[src/hw/rtl/sacf_pkg.sv]
// Package for the segment allocator: widths, codes and the structs shared by
// the interfaces, the table cell and the top level. No dependencies.
`default_nettype none

package sacf_pkg;

  localparam int ADDR_W          = 16;
  localparam int OWNER_W         = 16;
  localparam int CFG_IDX_W       = 2;
  localparam int CFG_DATA_W      = 16;
  localparam int MAX_SEGMENTS_DEF = 32;

  localparam logic [ADDR_W-1:0] MEM_TOTAL_RST = ADDR_W'(2048);

  // request kinds
  localparam logic REQ_ALLOC = 1'b0;
  localparam logic REQ_FREE  = 1'b1;

  // configuration register indexes
  localparam logic [CFG_IDX_W-1:0] CFG_MEM_TOTAL  = CFG_IDX_W'(0);
  localparam logic [CFG_IDX_W-1:0] CFG_FIT_POLICY = CFG_IDX_W'(1);

  // fit policy codes, the unused code behaves as first fit
  localparam logic [1:0] FIT_FIRST = 2'd0;
  localparam logic [1:0] FIT_BEST  = 2'd1;
  localparam logic [1:0] FIT_WORST = 2'd2;

  typedef enum logic [1:0] {
    ST_OK       = 2'd0,
    ST_NO_HOLE  = 2'd1,
    ST_FULL     = 2'd2,
    ST_NO_OWNER = 2'd3
  } status_e;

  typedef enum logic [2:0] {
    OP_NOP    = 3'd0,
    OP_SET    = 3'd1,
    OP_OPEN   = 3'd2,
    OP_REMOVE = 3'd3,
    OP_INIT   = 3'd4
  } cmd_op_e;

  typedef struct packed {
    logic [ADDR_W-1:0]  start;
    logic [ADDR_W-1:0]  len;
    logic               busy;
    logic [OWNER_W-1:0] owner;
  } entry_t;

  typedef struct packed {
    cmd_op_e op;
    entry_t  ent;
  } cmd_t;

  typedef struct packed {
    logic               is_free;
    logic [OWNER_W-1:0] owner;
    logic [ADDR_W-1:0]  size;
    logic [1:0]         policy;
  } req_t;

  // scan token handed from cell to cell
  typedef struct packed {
    logic              fit_found;
    logic [ADDR_W-1:0] fit_key;
    logic [ADDR_W-1:0] fit_start;
    logic [ADDR_W-1:0] fit_len;
    logic              own_found;
    logic [ADDR_W-1:0] own_start;
    logic [ADDR_W-1:0] own_len;
    logic              above_free;
    logic [ADDR_W-1:0] above_len;
    logic              below_pend;
    logic              below_free;
    logic [ADDR_W-1:0] below_start;
    logic [ADDR_W-1:0] below_len;
    logic              prev_free;
    logic [ADDR_W-1:0] prev_len;
  } tok_t;

endpackage

`default_nettype wire

[src/hw/rtl/sacf_cell.sv]
// One entry of the segment table: holds the segment, updates the scan token
// passing through it and shifts with its neighbours. Depends on sacf_pkg.
`default_nettype none

module sacf_cell
  import sacf_pkg::*;
#(
  parameter int MAX_SEGMENTS = MAX_SEGMENTS_DEF,
  parameter int IDX          = 0
) (
  input  wire                               clk_i,
  input  wire                               rst_ni,
  input  req_t                              req_i,
  input  wire [$clog2(MAX_SEGMENTS+1)-1:0]  count_i,
  input  cmd_t                              cmd_i,
  input  wire [$clog2(MAX_SEGMENTS)-1:0]    cmd_idx_i,
  input  entry_t                            up_i,
  input  entry_t                            down_i,
  output entry_t                            ent_o,
  input  tok_t                              tok_i,
  input  wire [$clog2(MAX_SEGMENTS)-1:0]    fit_idx_i,
  input  wire [$clog2(MAX_SEGMENTS)-1:0]    own_idx_i,
  output tok_t                              tok_o,
  output logic [$clog2(MAX_SEGMENTS)-1:0]   fit_idx_o,
  output logic [$clog2(MAX_SEGMENTS)-1:0]   own_idx_o
);

  localparam int IW    = $clog2(MAX_SEGMENTS);
  localparam int CNT_W = $clog2(MAX_SEGMENTS + 1);
  localparam logic [IW-1:0] MY_IDX = IW'(IDX);

  entry_t          ent_q, ent_d;
  tok_t            tok_q, tok_d;
  logic [IW-1:0]   fit_idx_q, fit_idx_d, own_idx_q, own_idx_d;
  logic            valid, free_ok, fits, take;
  logic [ADDR_W-1:0] surplus;

  assign valid   = CNT_W'(IDX) < count_i;
  assign free_ok = valid && !ent_q.busy;
  assign fits    = free_ok && (req_i.size != '0) && (ent_q.len >= req_i.size);
  assign surplus = ent_q.len - req_i.size;

  always_comb begin
    if (!tok_i.fit_found) begin
      take = fits;
    end else if (req_i.policy == FIT_BEST) begin
      take = fits && (surplus < tok_i.fit_key);
    end else if (req_i.policy == FIT_WORST) begin
      take = fits && (ent_q.len > tok_i.fit_key);
    end else begin
      take = 1'b0;
    end
  end

  always_comb begin
    tok_d     = tok_i;
    fit_idx_d = fit_idx_i;
    own_idx_d = own_idx_i;
    if (take) begin
      tok_d.fit_found = 1'b1;
      tok_d.fit_key   = (req_i.policy == FIT_WORST) ? ent_q.len : surplus;
      tok_d.fit_start = ent_q.start;
      tok_d.fit_len   = ent_q.len;
      fit_idx_d       = MY_IDX;
    end
    if (!tok_i.own_found && valid && ent_q.busy && (ent_q.owner == req_i.owner)) begin
      tok_d.own_found  = 1'b1;
      tok_d.own_start  = ent_q.start;
      tok_d.own_len    = ent_q.len;
      tok_d.above_free = tok_i.prev_free;
      tok_d.above_len  = tok_i.prev_len;
      tok_d.below_pend = 1'b1;
      own_idx_d        = MY_IDX;
    end else if (tok_i.below_pend) begin
      // neighbour just below the released segment
      tok_d.below_pend  = 1'b0;
      tok_d.below_free  = free_ok;
      tok_d.below_start = ent_q.start;
      tok_d.below_len   = ent_q.len;
    end
    tok_d.prev_free = free_ok;
    tok_d.prev_len  = ent_q.len;
  end

  always_comb begin
    ent_d = ent_q;
    unique case (cmd_i.op)
      OP_SET: begin
        if (MY_IDX == cmd_idx_i) ent_d = cmd_i.ent;
      end
      OP_OPEN: begin
        if (MY_IDX == cmd_idx_i) begin
          ent_d = cmd_i.ent;
        end else if (MY_IDX > cmd_idx_i) begin
          ent_d = up_i;
        end
      end
      OP_REMOVE: begin
        if (MY_IDX >= cmd_idx_i) ent_d = down_i;
      end
      OP_INIT: begin
        if (IDX == 0) ent_d = cmd_i.ent;
      end
      default: ent_d = ent_q;
    endcase
  end

  always_ff @(posedge clk_i or negedge rst_ni) begin
    if (!rst_ni) begin
      ent_q.start <= '0;
      ent_q.len   <= (IDX == 0) ? MEM_TOTAL_RST : '0;
      ent_q.busy  <= 1'b0;
      ent_q.owner <= '0;
    end else begin
      ent_q <= ent_d;
    end
  end

  always_ff @(posedge clk_i) begin
    tok_q     <= tok_d;
    fit_idx_q <= fit_idx_d;
    own_idx_q <= own_idx_d;
  end

  assign ent_o     = ent_q;
  assign tok_o     = tok_q;
  assign fit_idx_o = fit_idx_q;
  assign own_idx_o = own_idx_q;

endmodule

`default_nettype wire
[config.mk]
export PLATFORM = sky130hd
export DESIGN_NAME = sacf_cell
export DESIGN_NICKNAME = d
export VERILOG_FILES = /design/src/hw/rtl/sacf_pkg.sv /design/src/hw/rtl/sacf_cell.sv
export SDC_FILE = /design/constraint.sdc
export NUM_CORES = 1
export LEC_CHECK = 0
export ABC_AREA = 1
export BUFFER_PORTS_ARGS = -buffer_cell sky130_fd_sc_hd__buf_2
export CAP_MARGIN = 5
export CORE_AREA = 2 2 221 223
export CTS_CLUSTER_SIZE = 20
export DETAILED_ROUTE_END_ITERATION = 7
export DIE_AREA = 0 0 223 225
export PLACE_DENSITY_LB_ADDON = 0.15
export SYNTH_ARGS = -nofsm -noshare
export SYNTH_HDL_FRONTEND = slang
export SYNTH_SLANG_ARGS = --single-unit
[constraint.sdc]
create_clock -name clk_i -period 7.41 [get_ports clk_i]
set_input_delay 1.482 -clock clk_i [delete_from_list [all_inputs] [get_ports clk_i]]
set_output_delay 1.482 -clock clk_i [all_outputs]
set_load 0.05 [all_outputs]
==> results of run 1 <==
[sequential cells by signal, indices dropped and copies added (netlist names)]
name and flops:
own_idx_o 5, ent_o 49, tok_o 150, fit_idx_o 5
[critical path, stage by stage]
cell and delay [ns]:
buf_2 0.12, ha_1 0.22, fa_1 0.42, inv_1 0.12, nand3_1 0.08, nand3_1 0.16, nand3_1 0.15, nand3_1 0.10
nand2_1 0.06, and2_1 0.16, ha_1 0.28, nand3_1 0.12, a21oi_1 0.14, nor2_1 0.06, nand2_1 0.08, nand3_2 0.09
nand2_2 0.79, nand2_1 0.11, nand2_1 0.15
[cell type report]
| class | instances | share of cell area (%) |
|---|---|---|
| multi-input combinational | 1106 | 36.3 |
| sequential | 209 | 28.8 |
| timing repair buffer | 582 | 19.3 |
| inverter | 211 | 5.15 |
| tap | 615 | 5.00 |
| clock buffer | 34 | 4.84 |
| clock inverter | 12 | 0.569 |
| antenna | 5 | 0.0813 |
[metrics by stage]
stage	std cells	power (mW)	instance area, um^2
global placement	2723	3.15	14500
floorplan	1632	2.59	11300
CTS	2769	4.46	15400
detailed placement	2723	3.16	14500
global route	2771	4.65	15400
finish	2774	4.39	15400
[synthesized netlist by cell type (all sizes together)]
cell type  number
o2111ai         2
a21oi          19
nand2         428
fa              1
nor4            2
nand4          13
or2             6
dfstp           1
nor3           12
clkbuf         63
nor3b           1
a41oi           7
dfrtp          48
o21a            1
o221ai          1
xnor2           5
o211ai         49
dfxtp         160
nand3         136
xor2            6
ha             47
o21ai         261
a21boi          5
and2           12
inv           211
nor2           90
a21o            2
buf            43
[power groups by stage]
stage	clock network (mW)	registers, mW	logic (mW)
finish	1.27	1.44	1.68
floorplan	0	1.93	0.656
global route	1.35	1.46	1.83
CTS	1.31	1.45	1.69
detailed placement	0	1.47	1.69
global placement	0	1.47	1.68
[layer usage]
layer  global-route usage (%)  wire length, um
met5                        0               18
met4                     6.21             1510
met3                     4.41             3810
met2                     35.9            25800
met1                     26.2            23100
[cells in the final DEF (no fill, tap or decap), types with 3 or more instances in the layout]
cell type,Yosys,routed
xor2_1,6,6
clkbuf_1,63,5
o211ai_1,49,49
dfrtp_1,48,48
diode_2,0,5
o21ai_0,253,253
xnor2_1,5,5
inv_1,206,206
inv_2,5,5
nand4_1,13,13
a41oi_1,7,7
buf_2,22,565
buf_4,17,16
o21ai_1,8,8
clkbuf_16,0,29
nor3_1,11,10
and2_1,12,12
nand2_1,427,425
dfxtp_1,160,160
clkinv_4,0,4
a21boi_0,5,5
nand3_1,136,134
clkinv_2,0,3
ha_1,47,47
or2_2,6,6
nor2_1,90,89
a21oi_1,18,18
[cell families after synthesis]
| logic type | Yosys count |
|---|---|
| buffers and inverters | 317 |
| xor gates and xnor gates | 11 |
| and+or+nand+nor | 700 |
| AOI/OAI and AO/OA | 347 |
| adders and majority gates | 48 |
| DFF | 209 |
[worst paths after layout]
path | start | endpoint
max in group asynchronous | rst_ni | ent_o[35]$_DFFE_PN0P_
worst min-delay path | ent_o[32]$_DFFE_PN0P_ | tok_o[83]$_DFF_P_
worst max-delay path | req_i[2] | tok_o[132]$_DFF_P_
min in group asynchronous | rst_ni | ent_o[10]$_DFFE_PN0P_
worst min register to register | ent_o[32]$_DFFE_PN0P_ | tok_o[83]$_DFF_P_
worst max register to register | ent_o[18]$_DFFE_PN0P_ | tok_o[132]$_DFF_P_
==> out/results.tsv, run 1 <==
stage	metric	value	unit
timing	worst_pin_slew	1.08	ns
worst_setup_path	end_kind	flip-flop	
timing	setup_viol	0	
pwr	p_comb_share	38.3	%
finish	nets	2543	
route	first_pass_iters	5	
global_route	grt_pass1_vias	12500	
hold_path	whs_path_depth	2	
logic_synthesis	synth_fp_nets	2038	
die	die_area	0.0502	mm^2
logic_synthesis	synthTopCellsByArea	dfxtp_1 (28%), nand2_1 (14%), o21ai_0 (11%)	
placement	gp_congestion	0.914	
cts	clockRootBuffer	clkbuf_16	
die	die_w	223	um
finish	area_growth	36.6	%
worst_setup_path	required	7.89	ns
pwr	p_leak	8.20	nW
logic_synthesis	synth_compound_area_share	17.1	%
placement	hpwl	42000	um
worst_setup_path	reg2reg_slack	3.22	ns
worst_setup_path	cp_max_fo	48	
pwr	p_per_area	286	mW/mm^2
logic_synthesis	yosys.area_share.simple	25.8	%
placement	port_buffers	565	
logic_synthesis	synth_top_area_share	28.4	%
pwr	p_int	2.45	mW
cts	cts_hold_buf	0	
cts	cts_setup_buffers	0	
pwr	p_switching	1.94	mW
timing	rsz0062_at_grt	false	
logic_synthesis	synth_top_area_cell	dfxtp_1	
logic_synthesis	ys_seq_area_share	39.3	%
pwr	vdd_drop_max	0.000167	V
logic_synthesis	synth_xor_area_share	0.855	%
cts	cts_resized	0	
cts	clk_pin_slew	0.06	ns
cts	h-tree-depth	1	
logic_synthesis	syn_inst	1632	
route	via_per_inst	4.56	
die	core_area	0.0475	mm^2
timing	setup_slack	2.99	ns
global_route	grt_max_degree	141	
timing	whs	0.560	ns
logic_synthesis	synth_top_family_by_area	simple AND/OR/NAND/NOR gates	
cts	cts_sinks	209	
cts	insertion_delay	0.56	ns
worst_setup_path	critPathArrivalTime	4.91	ns
global_route	grt_antenna_before_repair	9	
logic_synthesis	syn-cell-area	0.0113	mm^2
finish	drive_above_1_share	29.9	%
timing	fmax	226	MHz
run_status	status	finished clean	
finish	regArea	0.00443	mm^2
pwr	clkPwrFrac	28.9	%
worst_setup_path	critPathLaunchType	input pin	
route	ant_nets	0	
cts	cts_tree	built	
global_route	grt-ovfl-total	0	
route	drc	0	
logic_synthesis	ys.warnings.count	0	
route	wl	54300	um
finish	fin_util	32.4	%
die	initial_core_util	23.7	%
logic_synthesis	synth_fa_ha_area_share	5.40	%
logic_synthesis	ys_ff_latch	209	
global_route	grt_pass1_wl	78900	um
flow_run	max_cap_violations	0	
cts	cts.path.max_buffers	3	
die	ioPinCount	567	
timing	fin_skew	0.0149	ns
finish	multi_input_area	0.00558	mm^2
finish	fillers	5270	
logic_synthesis	synth_mux_area_share	0	%
die	die_h	225	um
logic_synthesis	synth.avg_cell_area	6.90	um^2
worst_setup_path	criticalPathCategory	input pin to flip-flop	
die	rows	80	
worst_setup_path	reg2reg_depth	18	
global_route	grt_use_total	20.9	%
timing	final.period_utilization	59.7	%
route	drtIter0Drc	594	
pwr	seqPwrFrac	32.9	%
pwr	sw_frac_of_total	44.2	%
timing	finalSetupTns	0	ns
placement	dp_slack	2.46	ns
route	wire_per_inst	19.6	um
cts	cts_buffers	27	
route	vias	12600	
timing	relSlewSlack	27.7	%
timing	drv_slew	0	
hold_path	holdCritPathClass	flip-flop to flip-flop	
logic_synthesis	synth_cell_types	36	
timing	layout_min_cycle_time	4.42	ns
timing	finalHoldViolCount	0	
Note: power is estimated with default switching activity, not from simulation.
==> inputs of run 2 (changes only) <==
--- a/config.mk
+++ b/config.mk
@@ -5,13 +5,13 @@
 export SDC_FILE = /design/constraint.sdc
 export NUM_CORES = 1
 export LEC_CHECK = 0
-export ABC_AREA = 1
+export ABC_AREA = 0
 export BUFFER_PORTS_ARGS = -buffer_cell sky130_fd_sc_hd__buf_2
 export CAP_MARGIN = 5
-export CORE_AREA = 2 2 221 223
+export CORE_AREA = 2 2 219 221
 export CTS_CLUSTER_SIZE = 20
 export DETAILED_ROUTE_END_ITERATION = 7
-export DIE_AREA = 0 0 223 225
+export DIE_AREA = 0 0 221 223
 export PLACE_DENSITY_LB_ADDON = 0.15
 export SYNTH_ARGS = -nofsm -noshare
 export SYNTH_HDL_FRONTEND = slang
==> constraint.sdc (replaced) <==
create_clock -name clk_i -period 3.6 [get_ports clk_i]
set_input_delay 0.72 -clock clk_i [delete_from_list [all_inputs] [get_ports clk_i]]
set_output_delay 0.72 -clock clk_i [all_outputs]
set_load 0.05 [all_outputs]
==> run 2 against run 1 <==
Effect of this change: the run now ends with negative setup slack left; sequential power up 99%; non-clock buffer count grew 104; routed wire length is 13% lower; synthesized cell count down 41%; register-to-register slack worse by 3.5 ns; first-iteration DRC count is 33% lower; worst setup slack got worse by 3.3 ns; flip-flop and latch count is the same; design area shrank 0.78%; global-route usage shrank 2.8 points; die area decreased by 1.8%; critical path type is now flip-flop to flip-flop; largest power group unchanged.
==> out/results.tsv, run 2 <==
stage	metric	value	unit
placement	placed_area	0.0140	mm^2
global_route	grt_use_total	18.1	%
timing	fmax	257	MHz
logic_synthesis	ys.flop_type	dfxtp_1	
logic_synthesis	async_flop_share	23.4	%
logic_synthesis	ys.warnings.count	0	
cts	cts_buffers	26	
logic_synthesis	synth_fp_nets	1370	
cts	cts_tree	built	
timing	final.period_utilization	108	%
cts	cts_sinks	209	
timing	finalSetupTns	-12.18	ns
finish	drive_above_1_share	54.1	%
flow_run	max_cap_violations	0	
timing	finalHoldViolCount	0	
pwr	p_per_area	620	mW/mm^2
timing	relSlewSlack	35.2	%
timing	setup_viol	53	
die	die_h	223	um
logic_synthesis	yosysMostFrequentCell	dfxtp_1	
finish	final_cell_mix	buf_2 (565), dfxtp_1 (160), nor2_1 (117)	
finish	nets	2012	
global_route	grt_antenna_before_repair	7	
logic_synthesis	synth_common_cells	dfxtp_1 (160), nor2_1 (119), mux2_2 (114)	
worst_setup_path	required	4.04	ns
route	vias	9962	
route	first_pass_iters	5	
worst_setup_path	end_kind	flip-flop	
pwr	vdd_drop_max	0.000356	V
worst_setup_path	reg2reg_depth	16	
logic_synthesis	synth.avg_cell_area	10.2	um^2
route	via_per_inst	4.44	
run_status	status	finished with violations	
cts	clk_pin_slew	0.06	ns
placement	gp_congestion	0.851	
die	die_w	221	um
finish	layout_commonest_cell	buf_2	
timing	whs	0.290	ns
finish	fin_area	0.0153	mm^2
logic_synthesis	synthTopCellsByArea	dfxtp_1 (33%), mux2_2 (13%), dfrtp_1 (12%)	
worst_setup_path	critPathArrivalTime	4.33	ns
die	core_area	0.0471	mm^2
placement	port_buffers	565	
cts	clockRootBuffer	clkbuf_16	
timing	setup_slack	-0.295	ns
die	rows	80	
logic_synthesis	syn_inst	964	
worst_setup_path	critPathLaunchType	flip-flop	
timing	drv_slew	0	
run_status	violations	negative setup slack	
global_route	grt-ovfl-total	0	
cts	insertion_delay	0.55	ns
hold_path	holdCritPathClass	input pin to async pin	
global_route	grt_pass1_wl	66800	um
global_route	grt_max_degree	51	
logic_synthesis	ys_seq_area_share	45.1	%
cts	h-tree-depth	1	
route	drtIter0Drc	398	
worst_setup_path	cp_max_fo	8	
finish	largest_reg_flops	150	
route	drc	0	
logic_synthesis	synth_top_area_share	32.6	%
logic_synthesis	synth_edf_count	0	
route	wire_per_inst	21.1	um
die	die_area	0.0493	mm^2
die	initial_core_util	20.8	%
global_route	grt_pass1_vias	10100	
timing	worst_pin_slew	0.968	ns
finish	fillers	5007	
logic_synthesis	synth_top_area_cell	dfxtp_1	
logic_synthesis	syn-cell-area	0.00982	mm^2
route	wl	47300	um
finish	area_growth	55.5	%
die	ioPinCount	567	
route	ant_nets	0	
timing	rsz0062_at_grt	true	
placement	hpwl	37100	um
logic_synthesis	synth_cell_types	52	
timing	layout_min_cycle_time	3.89	ns
timing	fin_skew	0.0120	ns
worst_setup_path	criticalPathCategory	flip-flop to flip-flop	
logic_synthesis	ys_ff_latch	209	
pwr	p_leak	7.43	nW
cts	cts.path.max_buffers	3	
-- run 2: changes by cell type after synthesis, sizes merged, moves of 10 or more --
cell / change
o21ai: -241
inv: -172
mux2: +115
nand2: -402
nor2b: +10
mux2i: +25
nor2: +30
a221oi: +49
xnor2: +12
a22oi: +51
nand3: -129
clkbuf: -27
a21oi: +53
o211ai: -48
-- run 2: path summary, 6_finish.rpt --
kind | endpoint | slack (ns) | from
max | tok_o[118]$_DFF_P_ | -0.29 | ent_o[18]$_DFFE_PN0P_
min | ent_o[46]$_DFFE_PN0P_ | 0.29 | rst_ni
max in group asynchronous | ent_o[28]$_DFFE_PN1P_ | 2.55 | rst_ni
min reg2reg | tok_o[0]$_DFF_P_ | 0.55 | ent_o[17]$_DFFE_PN0P_
max reg2reg | tok_o[118]$_DFF_P_ | -0.29 | ent_o[18]$_DFFE_PN0P_
min in group clk_i | tok_o[17]$_DFF_P_ | 0.36 | tok_i[17]
-- run 2: layout make-up --
cell class	instances	area, um^2	share of cell area [%]
multi-input cells	644	5050	33.1
well taps	615	769	5.04
inverters	39	154	1.01
clock inverters	4	50.0	0.328
flip-flops and latches	209	4430	29.0
clock buffers	44	905	5.93
diodes	1	2.50	0.0164
repair buffers	686	3900	25.5
-- run 2: kinds of logic after synthesis --
family / count (synthesis) / share of synthesized area, %
flops: 209 / 45.1
compound gates: 224 / 15.7
simple gates: 203 / 9.28
mux: 140 / 15.7
buf+inv: 111 / 5.38
fa+ha+maj: 48 / 6.19
xor+xnor: 29 / 2.59
-- run 2: critical path, stage by stage (launching register included) --
cell and delay (ns):
dfrtp_2 0.44, ha_4 0.25, nor2b_4 0.12, o31a_1 0.28, o311a_1 0.40, nor3_2 0.23, o21a_1 0.19, xnor2_1 0.08
ha_1 0.32, nand4_1 0.15, nor2_1 0.14, o21ai_1 0.07, nor3b_2 0.17, o31ai_4 0.22, buf_6 0.21, clkbuf_16 0.18
mux2_2 0.33
-- run 2: per-layer routing --
| layer | GRT usage [%] | up-vias | routed length, um |
|---|---|---|---|
| met4 | 4.70 | 6 | 1160 |
| met2 | 31.7 | 380 | 23600 |
| met5 | 0 | - | 36 |
| met1 | 22.1 | 4751 | 19800 |
| met3 | 4.20 | 63 | 2730 |
| li1 | - | 4762 | - |
-- run 2: timing repair --
item                                    in CTS  in global routing
pin swaps                                   14                  0
gates resized for setup                     19                 14
setup buffers                                8                  3
cloned                                       2                  1
endpoints found under the setup margin      53                 53
hold buffers                                 0                  0
-- run 2: where the power goes --
group          switching, mW  internal (mW)
combinational           2.40           1.35
sequential             0.207           2.65
clock                   1.08           1.78
total                   3.68           5.78
-- run 2: through the flow --
| step | util, % | total power, mW | worst slack [ns] | cells |
|---|---|---|---|---|
| 2_1_floorplan | - | 5.17 | -0.382 | 964 |
| 3_3_place_gp | 29.8 | 6.54 | -0.857 | 2179 |
| 3_5_place_dp | 29.8 | 6.55 | -0.846 | 2179 |
| 4_1_cts | 32.2 | 9.57 | -0.243 | 2237 |
| 5_1_grt | 32.4 | 9.93 | -0.480 | 2241 |
| 6_report | 32.4 | 9.47 | -0.295 | 2242 |
